`src/design/lbm_pkg.sv`:
```
// ----------------------------------------------------------------------------
// lbm_pkg: shared definitions for the LED / button pin multiplexer
// Command codes, register indexes, field widths and the types that pass
// between the pattern player, the panel and the top level.
// ----------------------------------------------------------------------------
`default_nettype none

package lbm_pkg;

  // Pins shared by one LED and one active-low button each.
  localparam int NUM_LEDS  = 4;
  localparam int LED_IDX_W = 2;

  // Defaults for the top-level parameters.
  localparam int MAX_STEPS_DEF = 8;
  localparam int TIME_BITS_DEF = 16;

  // Field widths of the input beat.
  localparam int CMD_W      = 3;
  localparam int STEP_IDX_W = 3;
  localparam int DUR_W      = 16;
  localparam int PLEN_W     = 4;

  // Configuration port.
  localparam int CFG_W     = 16;
  localparam int CFG_IDX_W = 1;

  localparam logic [CFG_IDX_W-1:0] REG_DISPLAY_TICKS = 1'd0;
  localparam logic [CFG_IDX_W-1:0] REG_SETTLE_TICKS  = 1'd1;

  localparam logic [CFG_W-1:0] DISPLAY_TICKS_RST = 16'd5;
  localparam logic [CFG_W-1:0] SETTLE_TICKS_RST  = 16'd1;

  // Command codes.
  localparam logic [CMD_W-1:0] CMD_TICK  = 3'd0;
  localparam logic [CMD_W-1:0] CMD_SET   = 3'd1;
  localparam logic [CMD_W-1:0] CMD_LOAD  = 3'd2;
  localparam logic [CMD_W-1:0] CMD_START = 3'd3;
  localparam logic [CMD_W-1:0] CMD_STOP  = 3'd4;

  // One input beat.
  typedef struct packed {
    logic [CMD_W-1:0]      cmd;
    logic [LED_IDX_W-1:0]  led_index;
    logic                  led_on;
    logic [STEP_IDX_W-1:0] step_index;
    logic [LED_IDX_W-1:0]  step_led;
    logic [DUR_W-1:0]      step_duration;
    logic [PLEN_W-1:0]     pattern_length;
    logic [NUM_LEDS-1:0]   pin_levels;
  } lbm_item_t;

  // Player status after a beat.
  typedef struct packed {
    logic [NUM_LEDS-1:0] lit_mask;
    logic                playing;
  } lbm_play_stat_t;

  // Panel status after a beat.
  typedef struct packed {
    logic [NUM_LEDS-1:0] drive;
    logic [NUM_LEDS-1:0] pressed;
    logic                in_scan;
  } lbm_panel_stat_t;

endpackage

`default_nettype wire

```
`src/design/lbm_player.sv`:
```
// ----------------------------------------------------------------------------
// lbm_player: LED mask and pattern player
// Owns the requested LED mask, the pattern table and the playback counters.
// Computes the state after one beat and commits it when the beat advances.
// ----------------------------------------------------------------------------
`default_nettype none

module lbm_player #(
  parameter int MAX_STEPS = lbm_pkg::MAX_STEPS_DEF,
  parameter int TIME_BITS = lbm_pkg::TIME_BITS_DEF
) (
  input  wire logic                   clk,
  input  wire logic                   rst_n,
  input  wire logic                   upd,
  input  wire lbm_pkg::lbm_item_t     item,
  output lbm_pkg::lbm_play_stat_t     stat_nxt
);
  import lbm_pkg::*;

  localparam int LEN_W = $clog2(MAX_STEPS + 1);
  localparam int IDX_W = (MAX_STEPS > 1) ? $clog2(MAX_STEPS) : 1;
  localparam int CW    = (TIME_BITS > DUR_W) ? TIME_BITS : DUR_W;
  localparam logic [TIME_BITS-1:0] TIME_MAX = {TIME_BITS{1'b1}};

  // Pattern table, undefined until loaded.
  logic [LED_IDX_W-1:0] led_tab_r [MAX_STEPS];
  logic [DUR_W-1:0]     dur_tab_r [MAX_STEPS];

  // Playback state.
  logic [NUM_LEDS-1:0]  mask_r, mask_nxt;
  logic                 playing_r, playing_nxt;
  logic [LEN_W-1:0]     len_r, len_nxt;
  logic [LEN_W-1:0]     cur_r, cur_nxt;
  logic [TIME_BITS-1:0] el_r, el_nxt;

  // Copy of the table entry at the current step.
  logic [LED_IDX_W-1:0] cur_led_r, cur_led_nxt;
  logic [DUR_W-1:0]     cur_dur_r, cur_dur_nxt;

  logic [LEN_W:0]       nstep;
  logic [IDX_W-1:0]     nidx;
  logic [IDX_W-1:0]     widx;
  logic                 load_ok;
  logic [TIME_BITS-1:0] el_inc;

  assign nstep   = {1'b0, cur_r} + (LEN_W + 1)'(1);
  assign nidx    = IDX_W'(nstep);
  assign widx    = IDX_W'(item.step_index);
  assign load_ok = (32'(item.step_index) < MAX_STEPS) && (32'(item.step_led) < NUM_LEDS);
  assign el_inc  = (el_r == TIME_MAX) ? el_r : el_r + TIME_BITS'(1);

  // Next state for one beat.
  always_comb begin
    mask_nxt    = mask_r;
    playing_nxt = playing_r;
    len_nxt     = len_r;
    cur_nxt     = cur_r;
    el_nxt      = el_r;
    cur_led_nxt = cur_led_r;
    cur_dur_nxt = cur_dur_r;
    case (item.cmd)
      CMD_TICK: begin
        if (playing_r) begin
          if ((cur_r >= len_r) || (32'(cur_r) >= MAX_STEPS)) begin
            playing_nxt = 1'b0;
          end else if (CW'(el_inc) >= CW'(cur_dur_r)) begin
            // Current entry is done: drop its LED and move on.
            mask_nxt[cur_led_r] = 1'b0;
            cur_nxt = LEN_W'(nstep);
            el_nxt  = '0;
            if ((nstep < (LEN_W + 1)'(len_r)) && (32'(nstep) < MAX_STEPS)) begin
              mask_nxt[led_tab_r[nidx]] = 1'b1;
              cur_led_nxt = led_tab_r[nidx];
              cur_dur_nxt = dur_tab_r[nidx];
            end else begin
              playing_nxt = 1'b0;
            end
          end else begin
            el_nxt = el_inc;
          end
        end
      end
      CMD_SET: begin
        if (32'(item.led_index) < NUM_LEDS) begin
          mask_nxt[item.led_index] = item.led_on;
        end
      end
      CMD_LOAD: begin
        // Keep the current-step copy in line with the table.
        if (load_ok && (32'(item.step_index) == 32'(cur_r))) begin
          cur_led_nxt = item.step_led;
          cur_dur_nxt = item.step_duration;
        end
      end
      CMD_START: begin
        if (item.pattern_length != '0) begin
          if (32'(item.pattern_length) > MAX_STEPS) begin
            len_nxt = LEN_W'(MAX_STEPS);
          end else begin
            len_nxt = LEN_W'(item.pattern_length);
          end
          cur_nxt     = '0;
          el_nxt      = '0;
          playing_nxt = 1'b1;
          mask_nxt[led_tab_r[0]] = 1'b1;
          cur_led_nxt = led_tab_r[0];
          cur_dur_nxt = dur_tab_r[0];
        end
      end
      CMD_STOP: begin
        if (playing_r) begin
          if (32'(cur_r) < MAX_STEPS) begin
            mask_nxt[cur_led_r] = 1'b0;
          end
          playing_nxt = 1'b0;
        end
      end
      default: begin
      end
    endcase
  end

  // Control registers.
  always_ff @(posedge clk) begin
    if (!rst_n) begin
      mask_r    <= '0;
      playing_r <= 1'b0;
      len_r     <= '0;
      cur_r     <= '0;
      el_r      <= '0;
    end else if (upd) begin
      mask_r    <= mask_nxt;
      playing_r <= playing_nxt;
      len_r     <= len_nxt;
      cur_r     <= cur_nxt;
      el_r      <= el_nxt;
    end
  end

  // Table and current-entry copy carry no reset.
  always_ff @(posedge clk) begin
    if (upd) begin
      cur_led_r <= cur_led_nxt;
      cur_dur_r <= cur_dur_nxt;
      if ((item.cmd == CMD_LOAD) && load_ok) begin
        led_tab_r[widx] <= item.step_led;
        dur_tab_r[widx] <= item.step_duration;
      end
    end
  end

  assign stat_nxt.lit_mask = mask_nxt;
  assign stat_nxt.playing  = playing_nxt;

endmodule

`default_nettype wire

```
`src/design/lbm_panel.sv`:
```
// ----------------------------------------------------------------------------
// lbm_panel: display and scan phases of the shared pins
// Drives the LED mask during display, releases the pins to settle, then
// latches the active-low button levels. Holds both timing registers.
// ----------------------------------------------------------------------------
`default_nettype none

module lbm_panel #(
  parameter int TIME_BITS = lbm_pkg::TIME_BITS_DEF
) (
  input  wire logic                              clk,
  input  wire logic                              rst_n,
  input  wire logic                              cfg_we,
  input  wire logic [lbm_pkg::CFG_IDX_W-1:0]     cfg_index,
  input  wire logic [lbm_pkg::CFG_W-1:0]         cfg_wdata,
  input  wire logic                              upd,
  input  wire logic                              tick,
  input  wire logic [lbm_pkg::NUM_LEDS-1:0]      pins,
  input  wire logic [lbm_pkg::NUM_LEDS-1:0]      mask,
  output lbm_pkg::lbm_panel_stat_t               stat_nxt
);
  import lbm_pkg::*;

  localparam int CW = (TIME_BITS > CFG_W) ? TIME_BITS : CFG_W;
  localparam logic [TIME_BITS-1:0] TIME_MAX = {TIME_BITS{1'b1}};

  logic [CFG_W-1:0]     disp_r;
  logic [CFG_W-1:0]     settle_r;
  logic                 phase_r, phase_nxt;
  logic [TIME_BITS-1:0] el_r, el_nxt;
  logic [NUM_LEDS-1:0]  drive_r, drive_nxt;
  logic [NUM_LEDS-1:0]  pressed_r, pressed_nxt;
  logic [TIME_BITS-1:0] el_inc;

  assign el_inc = (el_r == TIME_MAX) ? el_r : el_r + TIME_BITS'(1);

  // Timing registers.
  always_ff @(posedge clk) begin
    if (!rst_n) begin
      disp_r   <= DISPLAY_TICKS_RST;
      settle_r <= SETTLE_TICKS_RST;
    end else if (cfg_we) begin
      unique case (cfg_index)
        REG_DISPLAY_TICKS: disp_r   <= cfg_wdata;
        REG_SETTLE_TICKS:  settle_r <= cfg_wdata;
        default: begin
        end
      endcase
    end
  end

  // Phase sequencing on a tick.
  always_comb begin
    phase_nxt   = phase_r;
    el_nxt      = el_r;
    drive_nxt   = drive_r;
    pressed_nxt = pressed_r;
    if (tick) begin
      if (!phase_r) begin
        if (CW'(el_inc) < CW'(disp_r)) begin
          drive_nxt = mask;
          el_nxt    = el_inc;
        end else begin
          drive_nxt = '0;
          phase_nxt = 1'b1;
          el_nxt    = '0;
        end
      end else if (CW'(el_inc) < CW'(settle_r)) begin
        el_nxt = el_inc;
      end else begin
        pressed_nxt = ~pins;
        drive_nxt   = mask;
        phase_nxt   = 1'b0;
        el_nxt      = '0;
      end
    end
  end

  always_ff @(posedge clk) begin
    if (!rst_n) begin
      phase_r   <= 1'b0;
      el_r      <= '0;
      drive_r   <= '0;
      pressed_r <= '0;
    end else if (upd) begin
      phase_r   <= phase_nxt;
      el_r      <= el_nxt;
      drive_r   <= drive_nxt;
      pressed_r <= pressed_nxt;
    end
  end

  assign stat_nxt.drive   = drive_nxt;
  assign stat_nxt.pressed = pressed_nxt;
  assign stat_nxt.in_scan = phase_nxt;

endmodule

`default_nettype wire

```
`src/design/led_button_mux_with_pattern_player_unit.sv`:
```
// ----------------------------------------------------------------------------
// led_button_mux_with_pattern_player_unit: shared-pin LED / button panel
// Input register, pattern player, panel sequencer and result register.
// ----------------------------------------------------------------------------
// Usage:
//   The input channel (in_valid / in_stall) carries one command beat: a 1 ms
//   tick with the sampled pin levels, a single-LED write, a pattern table
//   load, or playback start / stop. Every beat gives exactly one result beat
//   on the output channel (out_valid / out_stall) with the pin drive, the
//   latched button mask, the requested LED mask, the phase and the play flag
//   as they stand after that beat.
//   An accepted beat sits in the input register; once the result register is
//   free, it is carried through the player and panel logic into the result
//   register, which raises out_valid. One beat is accepted every cycle while
//   the receiver does not stall; the state update is a single pass of logic
//   between the input and result registers. When the receiver stalls, the
//   result register holds and the input register takes one more beat before
//   in_stall rises. Write the timing registers through cfg_we / cfg_index /
//   cfg_wdata only while no beat is in flight; the block does not enforce
//   this. Reset (rst_n low, synchronous) empties the input and result
//   registers, clears all masks and counters, selects the display phase and
//   loads 5 display ticks and 1 settle tick. The pattern table has no reset.
// ----------------------------------------------------------------------------
`default_nettype none

module led_button_mux_with_pattern_player_unit #(
  parameter int MAX_STEPS = lbm_pkg::MAX_STEPS_DEF,
  parameter int TIME_BITS = lbm_pkg::TIME_BITS_DEF
) (
  input  wire logic                               clk,
  input  wire logic                               rst_n,
  // Configuration port
  input  wire logic                               cfg_we,
  input  wire logic [lbm_pkg::CFG_IDX_W-1:0]      cfg_index,
  input  wire logic [lbm_pkg::CFG_W-1:0]          cfg_wdata,
  // Input channel
  input  wire logic                               in_valid,
  output logic                                    in_stall,
  input  wire logic [lbm_pkg::CMD_W-1:0]          in_cmd,
  input  wire logic [lbm_pkg::LED_IDX_W-1:0]      in_led_index,
  input  wire logic                               in_led_on,
  input  wire logic [lbm_pkg::STEP_IDX_W-1:0]     in_step_index,
  input  wire logic [lbm_pkg::LED_IDX_W-1:0]      in_step_led,
  input  wire logic [lbm_pkg::DUR_W-1:0]          in_step_duration,
  input  wire logic [lbm_pkg::PLEN_W-1:0]         in_pattern_length,
  input  wire logic [lbm_pkg::NUM_LEDS-1:0]       in_pin_levels,
  // Result channel
  output logic                                    out_valid,
  input  wire logic                               out_stall,
  output logic [lbm_pkg::NUM_LEDS-1:0]            out_led_drive,
  output logic [lbm_pkg::NUM_LEDS-1:0]            out_pressed_buttons,
  output logic [lbm_pkg::NUM_LEDS-1:0]            out_lit_mask,
  output logic                                    out_in_scan,
  output logic                                    out_playing
);
  import lbm_pkg::*;

  logic            in_vld_r;
  lbm_item_t       item_r;
  logic            out_vld_r;
  logic            res_free;
  logic            upd;
  logic            in_take;
  lbm_play_stat_t  play_nxt;
  lbm_panel_stat_t panel_nxt;
  lbm_play_stat_t  play_res_r;
  lbm_panel_stat_t panel_res_r;

  // Handshake: the item in the input register moves on when the result
  // register is empty or being drained.
  assign res_free = !out_vld_r || !out_stall;
  assign upd      = in_vld_r && res_free;
  assign in_stall = in_vld_r && !res_free;
  assign in_take  = in_valid && !in_stall;

  // Input register.
  always_ff @(posedge clk) begin
    if (!rst_n) begin
      in_vld_r <= 1'b0;
    end else if (in_take) begin
      in_vld_r <= 1'b1;
    end else if (upd) begin
      in_vld_r <= 1'b0;
    end
  end

  always_ff @(posedge clk) begin
    if (in_take) begin
      item_r.cmd            <= in_cmd;
      item_r.led_index      <= in_led_index;
      item_r.led_on         <= in_led_on;
      item_r.step_index     <= in_step_index;
      item_r.step_led       <= in_step_led;
      item_r.step_duration  <= in_step_duration;
      item_r.pattern_length <= in_pattern_length;
      item_r.pin_levels     <= in_pin_levels;
    end
  end

  // Pattern player runs first; the panel sees its updated mask.
  lbm_player #(
    .MAX_STEPS (MAX_STEPS),
    .TIME_BITS (TIME_BITS)
  ) u_player (
    .clk      (clk),
    .rst_n    (rst_n),
    .upd      (upd),
    .item     (item_r),
    .stat_nxt (play_nxt)
  );

  lbm_panel #(
    .TIME_BITS (TIME_BITS)
  ) u_panel (
    .clk       (clk),
    .rst_n     (rst_n),
    .cfg_we    (cfg_we),
    .cfg_index (cfg_index),
    .cfg_wdata (cfg_wdata),
    .upd       (upd),
    .tick      (item_r.cmd == CMD_TICK),
    .pins      (item_r.pin_levels),
    .mask      (play_nxt.lit_mask),
    .stat_nxt  (panel_nxt)
  );

  // Result register.
  always_ff @(posedge clk) begin
    if (!rst_n) begin
      out_vld_r <= 1'b0;
    end else if (upd) begin
      out_vld_r <= 1'b1;
    end else if (!out_stall) begin
      out_vld_r <= 1'b0;
    end
  end

  always_ff @(posedge clk) begin
    if (upd) begin
      play_res_r  <= play_nxt;
      panel_res_r <= panel_nxt;
    end
  end

  assign out_valid           = out_vld_r;
  assign out_led_drive       = panel_res_r.drive;
  assign out_pressed_buttons = panel_res_r.pressed;
  assign out_lit_mask        = play_res_r.lit_mask;
  assign out_in_scan         = panel_res_r.in_scan;
  assign out_playing         = play_res_r.playing;

endmodule

`default_nettype wire
```
`config.mk`:
```
export PLATFORM = sky130hd
export DESIGN_NAME = led_button_mux_with_pattern_player_unit
export DESIGN_NICKNAME = d
export VERILOG_FILES = /design/src/design/lbm_pkg.sv /design/src/design/lbm_player.sv /design/src/design/lbm_panel.sv /design/src/design/led_button_mux_with_pattern_player_unit.sv
export SDC_FILE = /design/constraint.sdc
export NUM_CORES = 1
export LEC_CHECK = 0
export ABC_AREA = 1
export BUFFER_PORTS_ARGS = -buffer_cell sky130_fd_sc_hd__buf_2
export CORE_MARGIN = 2
export CORE_UTILIZATION = 40
export CTS_BUF_LIST = sky130_fd_sc_hd__clkbuf_8
export DETAILED_ROUTE_END_ITERATION = 8
export MAX_ROUTING_LAYER = met4
export PLACE_DENSITY = 0.63
export RECOVER_POWER = 50
export SKIP_LAST_GASP = 1
export SYNTH_ARGS = -nofsm -noshare
export SYNTH_HDL_FRONTEND = slang
export SYNTH_SLANG_ARGS = --single-unit
```
`constraint.sdc`:
```
create_clock -name clk -period 3.7 [get_ports clk]
set_clock_uncertainty 0.2 [all_clocks]
set_input_delay 0.37 -clock clk [delete_from_list [all_inputs] [get_ports clk]]
set_output_delay 0.37 -clock clk [all_outputs]
set_load 0.005 [all_outputs]
```
* Word-level counts from Yosys, hierarchy flattened
Memory sizes are Yosys's and may differ from the RTL's.
Index checks and enable logic that the tools add are counted.
** Storage, ports and cells
- Flip-flop bits (word level) :: 155
- RAM bits :: 144
- Bits of input ports :: 57
- Logic and storage cells :: 167
- Memories kept :: 2
** Memory list
- u_player.dur_tab_r :: words 8, bits a word 16, read ports 2, clocked after Yosys merged registers in 0, write ports 1, RTL line lbm_player.sv:27 : logic [DUR_W-1:0] dur_tab_r [MAX_STEPS];
- u_player.led_tab_r :: words 8, bits a word 2, read ports 2, clocked after Yosys merged registers in 0, write ports 1, RTL line lbm_player.sv:26 : logic [LED_IDX_W-1:0] led_tab_r [MAX_STEPS];
** Operators by class
- Add/subtract/negate cells :: 3
- $lt $le $gt $ge :: 17
- Equality and inequality tests :: 14
- Mux-type cells :: 71
- Bitwise operators :: 6
- Reductions and logical operators :: 26
** Operator list (count)
- 2-to-1 mux 16 bit :: 15
- 2-to-1 mux 4 bit :: 19
- case mux 16 bit (3 select lines) :: 1
- adder 16 x 1 -> 16 bit (second input constant) :: 2
- == test 16 bit (second input constant) :: 2
- less-than comparator 16 bit :: 2
- case mux 16 bit (2 select lines) :: 1
- 2-to-1 mux 1 bit :: 20
- >= comparator 16 bit :: 1
- case mux 4 bit (4 select lines) :: 1
- less-than comparator 2 x 3 -> 1 bit (second input constant) :: 4
- 2-to-1 mux 2 bit :: 6
- demux 1 bit (select 2 bit) :: 4
- >= comparator 2 x 1 -> 1 bit (second input constant) :: 4
- logical AND 1 bit :: 8
- != test 2 bit (second input constant) :: 4
- inverter 4 bit :: 2
- bitwise OR 4 bit :: 2
- case mux 4 bit (2 select lines) :: 1
- AND reduction 8 bit :: 1
- == test 3 x 2 -> 1 bit (second input constant) :: 2
- != test 2 x 1 -> 1 bit (second input constant) :: 3
- case mux 2 bit (3 select lines) :: 1
- AND reduction 2 bit :: 3
- other kinds (23) :: 28

* Longest topological paths before layout
Gate-level depths: netlist of run 1.
- Word-level depth :: 15
- Gate-level depth with buffers :: 31
- Mapped depth without buffers :: 31

* By module
From an unflattened synthesis of run 1, not the netlist that was laid out.
** Unflattened totals
- Cell total of the unflattened synthesis :: 1452
- Area, all modules :: 14196.1 um^2
** By module, submodules not included
- lbm_player :: instances 1, cells each 924, area each 9231.4 um^2, sequential area each 5445.2 um^2
- lbm_panel :: instances 1, cells each 465, area each 3393.3 um^2, sequential area each 1141.1 um^2
- led_button_mux_with_pattern_player_unit :: instances 1, cells each 63, area each 1571.5 um^2, sequential area each 1511.4 um^2

* Least setup slack after synthesis of run 1
No wires, ideal clock.
- Kind :: register -> register
- From :: register u_player.el_r[0]
- To :: register panel_res_r, in the netlist out_led_drive[0], data pin
- Setup time :: 253 ps
- Arrival :: 3047 ps
- Setup slack :: 200 ps
- Stages on the path, launching flop included :: 31
- Buffers on the path :: 0
- Period minus slack after synthesis :: 3500 ps
- Path through :: dfxtp_1 -> ha_1 -> inv_1 -> nor3_2 -> nand3_1 -> nor2_1 -> inv_1 -> nor2_2 -> nand2_1 -> nand2_1 -> nor2_1 -> nand2_1 -> xor2_1 -> ha_1 -> nand2_1 -> inv_1 -> nor2_1 -> o21a_1 -> nand2_1 -> nand2_1 -> nand2_1 -> nand2_1 -> a21oi_1 -> nand2_1 -> nand2_1 -> nand2_1 -> nand2_1 -> nand3_1 -> nand2_1 -> nand2_1 -> nand2_1
** RTL lines
- from (decl) :: RTL line lbm_player.sv:34 : logic [TIME_BITS-1:0] el_r, el_nxt;
- from (signal assigned) :: RTL line lbm_player.sv:136 : el_r <= el_nxt;
- to (signal assigned) :: RTL line led_button_mux_with_pattern_player_unit.sv:141 : panel_res_r <= panel_nxt;
- to (decl) :: RTL line led_button_mux_with_pattern_player_unit.sv:67 : lbm_panel_stat_t panel_res_r;

==> impl_metrics.yaml, run 1 <==
clock_tree:
  h-tree-depth: 2
  clockBufferDepth: 3
  cts_sinks: 299
  cts-root-buf: "clkbuf_8"
  clk_pin_slew_ps: 60
  cts_buffers: 51
  clock_latency_ps: 630
  cts_tree: "built"
global_routing:
  grt_pass1_vias: 10600
  antenna_found_initial: 0
  grt_max_degree: 64
  grt_usage: 0.187
  grt_pass1_wl_mm: 53.2
  grt_overflow: 0
logic_synthesis:
  yosys.area_share.simple: 0.164
  synth_flop_cell: "edfxtp_1"
  syn_area_mm2: 0.0142
  yosysUniqueCellTypes: 48
  synth_seq_cells: 299
  synth_enable_flop_cells: 211
  synthTopCellsByArea: "edfxtp_1, dfxtp_1, nand2_1"
  synth_top_area_frac: 0.445
  synth-adder-area-share: 0.0509
  ys_seq_area_frac: 0.568
  synthArstFlopShare: 0
  syn_area_per_cell_um2: 9.33
  synth_top_family_by_area: "simple AND/OR/NAND/NOR gates"
  synth_mux_area_frac: 0
  synth-compound-area-share: 0.136
  synthXorXnorAreaFrac: 0.0117
  yosys_warnings: 0
  synth_cells: 1528
  yosys.area.top_type: "edfxtp_1"
  synthesis.nets: 1643
die:
  initial_utilization: 0.404
  fp-row-count: 69
  num_io_pins: 73
  dieHeight_um: 193
  coreArea_mm2: 0.0353
  dieArea_mm2: 0.0371
  die_x_um: 193
critical_path:
  required_ps: 3870
  critical_path_class: "register to register"
  crit_path_max_fanout: 5
  end_kind: "register"
  worst_ep_arrival_time_ps: 3790
  critPathLaunchType: "register"
sta:
  fin_crit_ps: 3610
  period_share: 0.977
  fmaxAchievable_mhz: 277
  drv_slew: 75
  setup_viol: 0
  worst_slew_pin_slew_ps: 2200
  slew_headroom: -0.469
  hold_ws_ps: 244
  rsz0062_at_grt: "yes"
  hold_violations: 0
cells_and_area:
  fin_util: 0.492
  antenna_cells: 0
  area_growth_pct: 21.8
  fin_nets: 1844
  final_layout_size_suffix_gt1_frac: 0.163
placement:
  dp_hpwl_mm: 21.7
  io_buffers: 72
  gp_congestion: 0.907
flow_run:
  maxCapViolations: 2
route:
  wl_mm: 34.1
  drt.antenna.violating_nets: 0
  first_pass_iters: 5
  first_iter_violations: 621
  vias: 11200
  remaining_drc_errors: 0
  viasPerCell: 5.03
  routedWlPerCell_um: 15.3
power_and_ir_drop:
  vdd.ir_drop.worst_mv: 0.337
  power_density_mw_per_mm2: 407
  p_leak_nw: 6.88
run_status:
  violations: "capacitance limit, slew limit"
  status: "finished, violations left"
min_path:
  worstHoldPathType: "input pin to register"
layout by cell type (no fill, tap or decap), types with 18 or more instances in the layout:
master         synthesis  layout
nand3_1               51      45
clkbuf_1              50      21
nor3_1                23      18
clkbuf_8               0      55
o21ai_0              142     139
buf_4                  1      71
buf_2                  6      52
nand2_1              263     249
dfxtp_1               88      84
inv_1                190     202
nor2_1               165     158
edfxtp_1             211     211
dlygate4sd3_1          0      58
o221ai_1              18      18
a21oi_1              140     133
ha_1                  58      55
area by class of cell:
class,instances,area [um2]
Fill cell,3182,17900
Sequential cell,299,8100
Multi-Input combinational cell,976,5460
Timing Repair Buffer,206,1510
Clock buffer,55,757
Inverter,195,734
Tap cell,461,577
Clock inverter,41,223
kinds of logic after synthesis:
| family | Yosys count |
|---|---|
| AO/OA/AOI/OAI | 348 |
| XOR/XNOR | 19 |
| adder cells (fa/ha/maj) | 58 |
| buffers and inverters | 254 |
| flip-flops | 299 |
| AND/OR/NAND/NOR | 550 |
per-layer routing:
layer	global-route usage	vias to the layer above	wire, um
li1	-	5618	-
met1	0.235	5306	15500
met2	0.307	268	16500
met3	0.0331	46	1600
met4	0.0590	0	513
met5	-	-	0
Yosys cell counts (all sizes together) (2+ instances only):
| library cell | n |
|---|---|
| a311oi | 3 |
| nand4 | 16 |
| a21oi | 144 |
| dfxtp | 88 |
| xnor2 | 5 |
| inv | 193 |
| o21ai | 146 |
| ha | 58 |
| nand2 | 272 |
| nor4 | 7 |
| o221ai | 18 |
| edfxtp | 211 |
| a22oi | 2 |
| clkinv | 2 |
| o22ai | 16 |
| nor3 | 25 |
| nand3 | 54 |
| a31oi | 2 |
| buf | 9 |
| o211ai | 4 |
| nor2 | 174 |
| a211oi | 4 |
| xor2 | 14 |
| clkbuf | 50 |
| o21bai | 2 |
per-stage QoR:
stage          power, mW  worst slack [ps]  std cells  setup TNS [ps]  area [um2]
2_1_floorplan       4.07               200       1528               0       14200
3_3_place_gp        4.23              42.7       2070               0       15500
3_5_place_dp        4.24             -57.1       2070            -185       15500
4_1_cts             7.14              35.1       2224               0       17100
5_1_grt             7.37              -188       2233           -2010       17400
6_report            7.07              86.2       2233               0       17400
power by group:
group | internal (mW) | total, mW | switching (mW)
Clock | 1.46 | 2.84 | 1.37
Sequential | 3.67 | 3.73 | 0.0598
Combinational | 0.195 | 0.504 | 0.308
Total | 5.33 | 7.07 | 1.74
state kept, by name (all words and copies together) (netlist names), 16 cells and up:
signal              flops
u_panel.el_r           16
item_r                 35
u_player.cur_dur_r     16
u_player.dur_tab_r    128
u_panel.settle_r       16
u_player.el_r          16
u_panel.disp_r         16
u_player.led_tab_r     16
final timing paths:
path	end	from	cells past startpoint	slack, ps
max	out_led_drive[1]	u_player.el_r[5]	23	90
min	item_r[18]	in_step_duration[10]	2	240
min reg2reg	u_panel.settle_r[2]	u_panel.settle_r[2]	2	270
max reg2reg	out_led_drive[1]	u_player.el_r[5]	23	90
what timing repair did:
item	CTS	global route
endpoints found under the hold margin	69	0
resized for setup	4	69
gates cloned	0	1
setup endpoints to repair	8	80
pin swaps	0	27
buffers inserted	0	8
hold buffers	58	0
worst max-delay path, cell delays in order, from the launching register on:
cell     delay (ps)
dfxtp_1         330
nand2_1         100
nor2_4          150
nand2_1         100
nor3_2          170
nand4_1         150
nor2_2          180
a21oi_1          90
a31oi_1         280
ha_1            330
a21oi_1         150
o21ai_0         130
a21oi_2         220
nand2_4          90
nand2_4         100
a21oi_1          70
nand2_1          70
nand2_1          60
nand2_2          90
nor2_1           40
nand2_1         120
nand2_1          60
nand2_1          50
nand2_1          40
Note: power is estimated with default switching activity, not from simulation.
==> run 2, diff against run 1 <==
--- a/config.mk
+++ b/config.mk
@@ -7,12 +7,14 @@
 export LEC_CHECK = 0
 export ABC_AREA = 1
 export BUFFER_PORTS_ARGS = -buffer_cell sky130_fd_sc_hd__buf_2
+export CELL_PAD_IN_SITES_DETAIL_PLACEMENT = 1
+export CELL_PAD_IN_SITES_GLOBAL_PLACEMENT = 1
 export CORE_MARGIN = 2
 export CORE_UTILIZATION = 40
 export CTS_BUF_LIST = sky130_fd_sc_hd__clkbuf_8
 export DETAILED_ROUTE_END_ITERATION = 8
 export MAX_ROUTING_LAYER = met4
-export PLACE_DENSITY = 0.63
+export PLACE_DENSITY = 0.76
 export RECOVER_POWER = 50
 export SKIP_LAST_GASP = 1
 export SYNTH_ARGS = -nofsm -noshare
==> run 2 against run 1 <==
Net effect:
- the flow finishes with violations (capacitance limit, slew limit, setup timing)
- total power grew 2.0%
- via count grew 8.4%
- highest routed layer unchanged
- sequential power is essentially flat
- combinational power grew 5.0%
- die area is the same
- clock-buffer cell count grew 2
- first-iteration DRC count grew 27%
- sequential cell count is the same
- hold slack lost 53 ps
- cell count grew 1.8%
- maximum frequency shrank 9.2%
- critical endpoint is now out_led_drive[2]
==> impl_metrics.yaml, run 2 (synthesized netlist as in run 1, its figures left out) <==
global_routing:
  grt_max_degree: 82
  antenna_found_initial: 0
  grt_pass1_vias: 12800
  grt_pass1_wl_mm: 65.9
  grt_overflow: 0
  grt_usage: 0.234
sta:
  hold_ws_ps: 191
  slew_headroom: -0.538
  setup_viol: 39
  fin_crit_ps: 3980
  period_share: 1.08
  rsz0062_at_grt: "yes"
  fmaxAchievable_mhz: 251
  hold_violations: 0
  drv_slew: 75
  finalSetupTns_ps: -4690
  worst_slew_pin_slew_ps: 2310
  fin_ws_ps: -281
power_and_ir_drop:
  power_frac_clock: 0.408
  power_density_mw_per_mm2: 404
  vdd.ir_drop.worst_mv: 0.358
  power.switching_mw: 1.84
  p_int_mw: 5.37
  comb_power_share: 0.073
  switching_share: 0.255
  p_leak_nw: 7.13
  p_seq_frac: 0.518
cells_and_area:
  largest_register_ffs: 128
  fin_nets: 1888
  area_growth_pct: 25.2
  final_layout_size_suffix_gt1_frac: 0.194
  largest-register: "u_player.dur_tab_r"
  reg_top3: "u_player.dur_tab_r: 128 flops, item_r: 35 flops"
  final_cell_mix: "nand2_1, edfxtp_1, inv_1"
  final_common_cell: "nand2_1"
  antenna_cells: 0
clock_tree:
  cts_tree: "built"
  cts-root-buf: "clkbuf_8"
  cts_buffers: 52
  cts_sinks: 299
  h-tree-depth: 2
  clock_latency_ps: 690
  clk_pin_slew_ps: 60
  clockBufferDepth: 3
flow_run:
  maxCapViolations: 2
placement:
  dp_hpwl_mm: 27.2
  io_buffers: 72
  gp_congestion: 0.869
route:
  vias: 12200
  wl_mm: 43.7
  first_iter_violations: 791
  m1WireLength_mm: 18.3
  wl_met3_mm: 2.03
  highest_layer: "met4"
  wl_met2_mm: 21.8
  routedWlPerCell_um: 19.2
  remaining_drc_errors: 0
  drt.antenna.violating_nets: 0
  first_pass_iters: 5
  viasPerCell: 5.36
critical_path:
  required_ps: 3890
  worst_ep_arrival_time_ps: 4170
  crit_path_max_fanout: 5
  critPathLaunchType: "register"
  end_kind: "register"
  rrSetupSlack_ps: -280
  critical_path_class: "register to register"
die:
  fp-row-count: 69
  die_x_um: 193
  dieHeight_um: 193
  dieArea_mm2: 0.0371
  initial_utilization: 0.404
  coreArea_mm2: 0.0353
  num_io_pins: 73
run_status:
  status: "finished, violations left"
  violations: "capacitance limit, slew limit, setup timing"
min_path:
  worstHoldPathType: "input pin to register"
[run 2: worst paths after layout]
| path | cells past startpoint | to | start |
|---|---|---|---|
| max | 24 | out_led_drive[2] | u_player.el_r[5] |
| min | 2 | item_r[8] | in_step_duration[0] |
| max reg2reg | 24 | out_led_drive[2] | u_player.el_r[5] |
| min reg2reg | 2 | u_panel.disp_r[15] | u_panel.disp_r[15] |
[run 2: stage by stage]
step           power [mW]  instances  utilization  area (um2)  setup slack, ps
6_report             7.21       2274        0.505       17800             -281
5_1_grt              7.50       2274        0.505       17800             -519
4_1_cts              7.24       2250        0.494       17400            -5.20
3_5_place_dp         4.26       2080        0.440       15500             -345
3_3_place_gp         4.23       2080        0.440       15500             -136
2_1_floorplan        4.07       1528            -       14200              200
[run 2: power groups by stage]
stage               combinational, mW  clock (mW)  sequential, mW
finish                          0.529        2.94            3.74
floorplan                       0.292           0            3.77
global placement                0.430           0            3.80
global route                    0.591        3.17            3.74
detailed placement              0.454           0            3.80
CTS                             0.510        2.99            3.73
[run 2: final cells by class]
type,count,area (um2)
sequential,299,8110
clock inverter,37,219
inverter,195,734
tap,461,577
clock buffer,57,785
timing repair buffer,249,1840
fill,3976,17500
multi-input combinational,976,5580
[run 2: per-layer routing]
layer	vias up	global-route usage
li1	5703	-
met1	6066	0.275
met2	301	0.401
met3	111	0.0409
met4	0	0.0884
met5	-	-
[run 2: repair_timing]
item / in CTS / in global routing
buffers inserted: 17 / 23
hold buffers: 59 / 0
pin swaps: 23 / 47
setup endpoints to repair: 60 / 79
resized for setup: 43 / 58
endpoints found under the hold margin: 71 / 0
gates cloned: 0 / 1
[run 2: worst max-delay path, stage by stage, from the launching register on]
cell,delay (ps)
dfxtp_2,370
nand2_4,70
nor2_4,140
nand2_2,110
nor3_2,270
nand4_1,180
nor2_2,200
xnor2_1,150
nand2_1,140
ha_4,300
nand4_1,210
nor3_2,360
nand2_2,120
nand2_4,100
nand2_4,70
inv_4,90
nand2_1,50
nand2_1,60
nand2_1,50
nand2_2,100
nand2_1,60
nand3_1,100
nand2_1,70
nand2_1,60
nand2_1,50
